`src/rtl/rmsef_pkg.sv`:
```
`timescale 1ns / 1ps
// rmsef_pkg: shared types, register indexes and constants of the rms envelope follower
package rmsef_pkg;

    localparam int SAMPLE_W   = 16;
    localparam int LEVEL_W    = 16;
    localparam int GAIN_W     = 12;
    localparam int CFG_IDX_W  = 2;
    localparam int CFG_DATA_W = 16;
    localparam int RAD_W      = 32;
    localparam int SQRT_STEPS = RAD_W / 2;

    // register indexes on the configuration port
    localparam logic [CFG_IDX_W-1:0] REG_NOISE_FLOOR   = 2'd0;
    localparam logic [CFG_IDX_W-1:0] REG_LEVEL_GAIN    = 2'd1;
    localparam logic [CFG_IDX_W-1:0] REG_ATTACK_WEIGHT = 2'd2;
    localparam logic [CFG_IDX_W-1:0] REG_DECAY_WEIGHT  = 2'd3;

    // register reset values
    localparam logic [LEVEL_W-1:0] NOISE_FLOOR_RST   = 16'd655;
    localparam logic [GAIN_W-1:0]  LEVEL_GAIN_RST    = 12'd1536;
    localparam logic [LEVEL_W-1:0] ATTACK_WEIGHT_RST = 16'd39322;
    localparam logic [LEVEL_W-1:0] DECAY_WEIGHT_RST  = 16'd9830;

    typedef struct packed {
        logic signed [SAMPLE_W-1:0] sample;
        logic                       last_in_chunk;
    } in_item_t;

    typedef struct packed {
        logic [LEVEL_W-1:0] level;
        logic [LEVEL_W-1:0] energy;
    } out_item_t;

    typedef enum logic [3:0] {
        ST_IDLE,
        ST_ACC,
        ST_DIV,
        ST_SQ_INIT,
        ST_SQRT,
        ST_SCALE,
        ST_MUL,
        ST_LEVEL,
        ST_ENV_MUL,
        ST_ENV_OUT
    } state_t;

    typedef struct packed {
        logic take;
        logic acc;
        logic div_step;
        logic sq_init;
        logic sq_step;
        logic scale;
        logic mul;
        logic level;
        logic env_mul;
        logic env_out;
    } ctrl_cmd_t;

    typedef struct packed {
        logic chunk_end;
        logic chunk_ok;
        logic out_free;
    } dp_status_t;

endpackage

```
`src/rtl/rmsef_ctrl.sv`:
```
`timescale 1ns / 1ps
// rmsef_ctrl: sequencer for accumulate, divide, square root and envelope update
module rmsef_ctrl #(
    parameter int SUM_W = 39
) (
    input  logic                  clk,
    input  logic                  rst_n,
    input  logic                  in_valid,
    input  rmsef_pkg::dp_status_t status,
    output rmsef_pkg::ctrl_cmd_t  cmd,
    output logic                  busy
);
    import rmsef_pkg::*;

    localparam int STEP_W = $clog2(SUM_W);

    state_t              state_reg, state_next;
    logic [STEP_W-1:0]   step_reg, step_next;

    always_ff @(posedge clk or negedge rst_n)
    begin
        if (!rst_n)
        begin
            state_reg <= ST_IDLE;
            step_reg  <= '0;
        end
        else
        begin
            state_reg <= state_next;
            step_reg  <= step_next;
        end
    end

    always_comb
    begin
        state_next = state_reg;
        step_next  = step_reg;
        cmd        = '0;
        busy       = 1'b1;
        case (state_reg)
            ST_IDLE:
            begin
                busy = 1'b0;
                if (in_valid)
                begin
                    cmd.take   = 1'b1;
                    state_next = ST_ACC;
                end
            end
            ST_ACC:
            begin
                cmd.acc = 1'b1;
                if (status.chunk_end && status.chunk_ok)
                begin
                    state_next = ST_DIV;
                    step_next  = STEP_W'(SUM_W - 1);
                end
                else
                begin
                    state_next = ST_IDLE;
                end
            end
            ST_DIV:
            begin
                cmd.div_step = 1'b1;
                if (step_reg == '0)
                    state_next = ST_SQ_INIT;
                else
                    step_next = step_reg - 1'b1;
            end
            ST_SQ_INIT:
            begin
                cmd.sq_init = 1'b1;
                state_next  = ST_SQRT;
                step_next   = STEP_W'(SQRT_STEPS - 1);
            end
            ST_SQRT:
            begin
                cmd.sq_step = 1'b1;
                if (step_reg == '0)
                    state_next = ST_SCALE;
                else
                    step_next = step_reg - 1'b1;
            end
            ST_SCALE:
            begin
                cmd.scale  = 1'b1;
                state_next = ST_MUL;
            end
            ST_MUL:
            begin
                cmd.mul    = 1'b1;
                state_next = ST_LEVEL;
            end
            ST_LEVEL:
            begin
                cmd.level  = 1'b1;
                state_next = ST_ENV_MUL;
            end
            ST_ENV_MUL:
            begin
                cmd.env_mul = 1'b1;
                state_next  = ST_ENV_OUT;
            end
            ST_ENV_OUT:
            begin
                // hold until the output register can take the result
                if (status.out_free)
                begin
                    cmd.env_out = 1'b1;
                    state_next  = ST_IDLE;
                end
            end
            default:
            begin
                state_next = ST_IDLE;
            end
        endcase
    end

endmodule

```
`config.mk`:
```
export PLATFORM = sky130hd
export DESIGN_NAME = rmsef_ctrl
export DESIGN_NICKNAME = d
export VERILOG_FILES = /design/src/rtl/rmsef_pkg.sv /design/src/rtl/rmsef_ctrl.sv
export SDC_FILE = /design/constraint.sdc
export NUM_CORES = 1
export LEC_CHECK = 0
export BUFFER_PORTS_ARGS = -buffer_cell sky130_fd_sc_hd__buf_2
export CAP_MARGIN = 20
export CORE_ASPECT_RATIO = 0.9
export CORE_MARGIN = 8
export CORE_UTILIZATION = 34
export CTS_CLUSTER_DIAMETER = 150
export CTS_CLUSTER_SIZE = 14
export DETAILED_ROUTE_END_ITERATION = 16
export PLACE_DENSITY = 0.54
export SYNTH_ARGS = -nofsm -noshare
export SYNTH_HDL_FRONTEND = slang
export SYNTH_SLANG_ARGS = --single-unit
```
`constraint.sdc`:
```
create_clock -name clk -period 3.5 [get_ports clk]
set_input_delay 0.175 -clock clk [delete_from_list [all_inputs] [get_ports clk]]
set_output_delay 0.175 -clock clk [all_outputs]
set_load 0.1 [all_outputs]
```
Word level (Yosys, flattened, before mapping)
Cells that the tools add are included.
Word-level totals
  input port bits: 6
  logic and storage cells: 47
  output and inout port bits: 11
  bits in registers: 10
Cells by class
  muxes and demuxes: 22
  reduce and logical (&&, ||, !) cells: 7
  add/subtract/negate cells: 1
  equal/unequal tests: 15
Operator list (count)
  4-bit one-hot mux with 10 select lines: 1
  6-bit one-hot mux with 3 select lines: 1
  4-bit by 3-bit equality test with 1-bit output, second input constant: 4
  4-bit two-way mux: 4
  1-bit two-way mux: 13
  6-bit two-way mux: 2
  2-bit inequality test, second input constant: 6
  4-bit by 2-bit equality test with 1-bit output, second input constant: 2
  4-bit equality test, second input constant: 2
  6-bit zero test: 1
  6-bit by 1-bit subtractor with 6-bit output, second input constant: 1
  4-bit by 1-bit equality test with 1-bit output, second input constant: 1
  4-bit zero test: 1
  4-bit AND reduction: 1
  3-bit AND reduction: 1
  3-bit nonzero test: 1
  2-bit two-way mux: 1
  2-bit OR reduction: 1
  1-bit logical AND: 1

Longest topological paths before layout
  word-level depth: 4
  mapped depth: 6
  depth with buffers taken out: 6

Worst setup path after synthesis
OpenSTA, ideal clock, no wires.
  kind: flip-flop to output port
  start: register state_reg[3]
  end: output cmd[1] (netlist bit)
  arrival: 3735 ps
  setup slack: -410 ps
  buffers on the path: 1
  cell stages (with the launch flop): 4
  path through: dfrtp_1 > clkbuf_1 > inv_1 > nor4_1
RTL lines
  start: declaration: line rmsef_ctrl.sv:17  | state_t state_reg, state_next;
  start signal: assignment: line rmsef_ctrl.sv:29  | state_reg <= state_next;
  end: declaration: line rmsef_ctrl.sv:10  | output rmsef_pkg::ctrl_cmd_t cmd,

==> run_results.csv <==
group,metric,value,unit
place,dp_slack,1.67,ns
status,status,"finished, final reports clean",
timing,hold_viol_final,0,
timing,worst-slew-pin-transition,0.558,ns
floorplanning,fp.coreArea,2180,um^2
synth,synth_nets,99,
routing,ant_nets,0,
floorplanning,pin_count,17,
routing,first_pass_iters,3,
worst_setup_path,required,3.32,ns
global_route,grt_antenna_before_repair,0,
timing,fin_setup_tns,0,ns
routing,drtIter0Drc,18,
clock_tree,postCtsSetupBuffers,0,
cells_and_area,layout.nets,115,
global_route,grt_use_met1,11.1,%
cells_and_area,fin_area,907,um^2
clock_tree,htreeDepth,1,
place,place_area,861,um^2
place,io_buffers,16,
synth,ys_ff_latch,10,
place,place_congestion,0.775,
cells_and_area,areaGrowthSynthToFinish,16.6,%
floorplanning,std_cell_rows,16,
global_route,grt_pass1_vias,644,
synth,synth_warnings,0,
timing,clock_skew,0.00583,ns
worst_setup_path,cp_max_fo,17,
cells_and_area,nFillCells,218,
global_route,grt_usage,9.80,%
global_route,grt_max_degree,18,
timing,fmax,460,MHz
timing,min_period,2.17,ns
global_route,grt_pass1_wl,2990,um
global_route,met2_usage,15.5,%
timing,finalCritPeriodShare,62.1,%
routing,vias,696,
min_path,hold_class,"in -> reg",
cells_and_area,largest_reg_flops,6,
timing,setup_ws,1.33,ns
clock_tree,cts.clk_slew.worst_paths,0.06,ns
floorplanning,start_util,35.7,%
timing,maxSlewHeadroom,62.8,%
clock_tree,clockBufferDepth,2,
floorplanning,dieArea,4080,um^2
routing,wl_per_cell,13.2,um
cells_and_area,antenna_cells,0,
worst_setup_path,setup.worst_path.start_class,"flip-flop",
timing,maxSlewViolCount,0,
routing,drc,0,
synth,synth_cells,91,
clock_tree,cts.sinks,10,
cells_and_area,area.sequential,250,um^2
place,dp_hpwl,1390,um
routing,via_per_inst,5.23,
worst_setup_path,crit_path_end_kind,"output pin",
cells_and_area,drive_gt1_share,27.4,%
cells_and_area,utilization,41.6,%
floorplanning,die_y,61.4,um
synth,synth.avg_cell_area,8.55,um^2
synth,ys_types,36,
worst_setup_path,critPathArrivalTime,2.00,ns
clock_tree,cts_buffers,3,
cells_and_area,multiInputGateArea,474,um^2
clock_tree,cts_tree,"yes",
clock_tree,clk_latency,0.27,ns
timing,rsz0062_at_grt,"false",
clock_tree,cts_resized,0,
timing,setup_viol,0,
worst_setup_path,path_class,"reg -> out",
global_route,top_usage_layer,"met2",
job,maxCapViolCount,0,
clock_tree,cts_root_buf,"clkbuf_4",
floorplanning,die_x,66.4,um
synth,synth_area,778,um^2
routing,finalWirelength,1760,um
global_route,overflow,0,
global_route,use_met3,4.91,%
synth,ys_seq_area_share,32.2,%
[critical path: stages (launching register included)]
cell and delay (ns):
dfrtp_1 0.64, nand2_1 0.23, nor3_1 0.36, buf_2 0.51
[worst paths after layout]
| check | start | to | slack, ns | depth (start not counted) |
|---|---|---|---|---|
| setup / recovery | state_reg[0] | cmd[6] | 1.33 | 3 |
| hold / removal | status[0] | state_reg[0] | 0.25 | 4 |
| setup reg to reg | state_reg[0] | step_reg[1] | 1.70 | 3 |
| hold reg to reg | step_reg[1] | step_reg[1] | 0.56 | 1 |
| max in group asynchronous | rst_n | state_reg[2] | 3.01 | 2 |
| min in group asynchronous | rst_n | state_reg[1] | 0.28 | 2 |
[Yosys cell counts]
cell type   n  area share, %
a211oi_1    2            1.9
a21o_1      1           0.96
a21oi_1     5            3.2
a21oi_4     1            2.1
a22o_1      2            2.3
a311o_1     1            1.3
and3_1      2            1.6
buf_4       2            1.9
buf_6       1            1.4
clkbuf_1    3            1.4
dfrtp_1    10             32
ha_1        2            3.2
inv_1       6            2.9
mux2_1      1            1.4
nand2_1     9            4.3
nand2b_1    1           0.80
nor2_1     11            5.3
nor2b_1     1           0.80
nor3_1      6            3.9
nor3b_1     4            3.9
nor3b_2     1            1.6
nor4_1      1           0.80
o21a_1      1           0.96
o21ai_0     3            1.9
o21bai_1    2            1.9
o221a_2     1            1.4
o221ai_1    1            1.1
o22ai_1     1           0.80
o2bb2ai_1   1            1.1
o2bb2ai_2   1            1.9
o31ai_1     2            1.9
or3_4       1            1.4
or3b_4      1            1.4
or4_4       1            1.4
xnor2_2     1            2.1
xor2_1      1            1.1
[metal layers]
metal	part of all wire (%)	vias to the layer above
met3	5.7	4
met4	1.6	0
met1	43	327
met5	0	-
li1	-	358
met2	49	7
[cells by family after synthesis]
kind of cell / count (synthesis) / synth area share [%]
AOI/OAI and AO/OA: 25 / 24.9
muxes: 1 / 1.45
xor gates and xnor gates: 2 / 3.22
buffers and inverters: 12 / 7.72
DFF: 10 / 32.2
and+or+nand+nor: 39 / 27.3
adders and majority gates: 2 / 3.21
[metrics by stage]
stage          hold WS [ns]  cells
5_1_grt               0.264    133
3_3_place_gp         0.0478    128
6_report              0.252    133
2_1_floorplan        -0.121     91
4_1_cts               0.250    133
3_5_place_dp         0.0549    128
[repair_timing]
item | 4_1_cts | 5_1_grt
setup endpoints to repair | 0 | 0
hold buffers | 1 | 0
hold endpoints to repair | 10 | 0
[cell type report]
class	count	share of cell area, %
clock buffer	4	4.00
inverter	6	2.48
multi-input combinational	69	52.3
sequential	10	27.6
tap	27	3.72
timing repair buffer	17	9.93
[cells in the final DEF, fill, tap and decap left out, types with 2 or more instances in the layout]
master and instances:
nor3b_1 4, o31ai_1 2, a22o_1 2, a211oi_1 2, o21ai_0 3, o21bai_1 2, and3_1 2, ha_1 2
nor2_1 11, inv_1 6, buf_2 16, dfrtp_1 10, nand2_1 9, a21oi_1 5, nor3_1 6, clkbuf_4 3
Power is not shown: default switching activity piles up to over one toggle a cycle in this logic, so the estimate is an artifact.
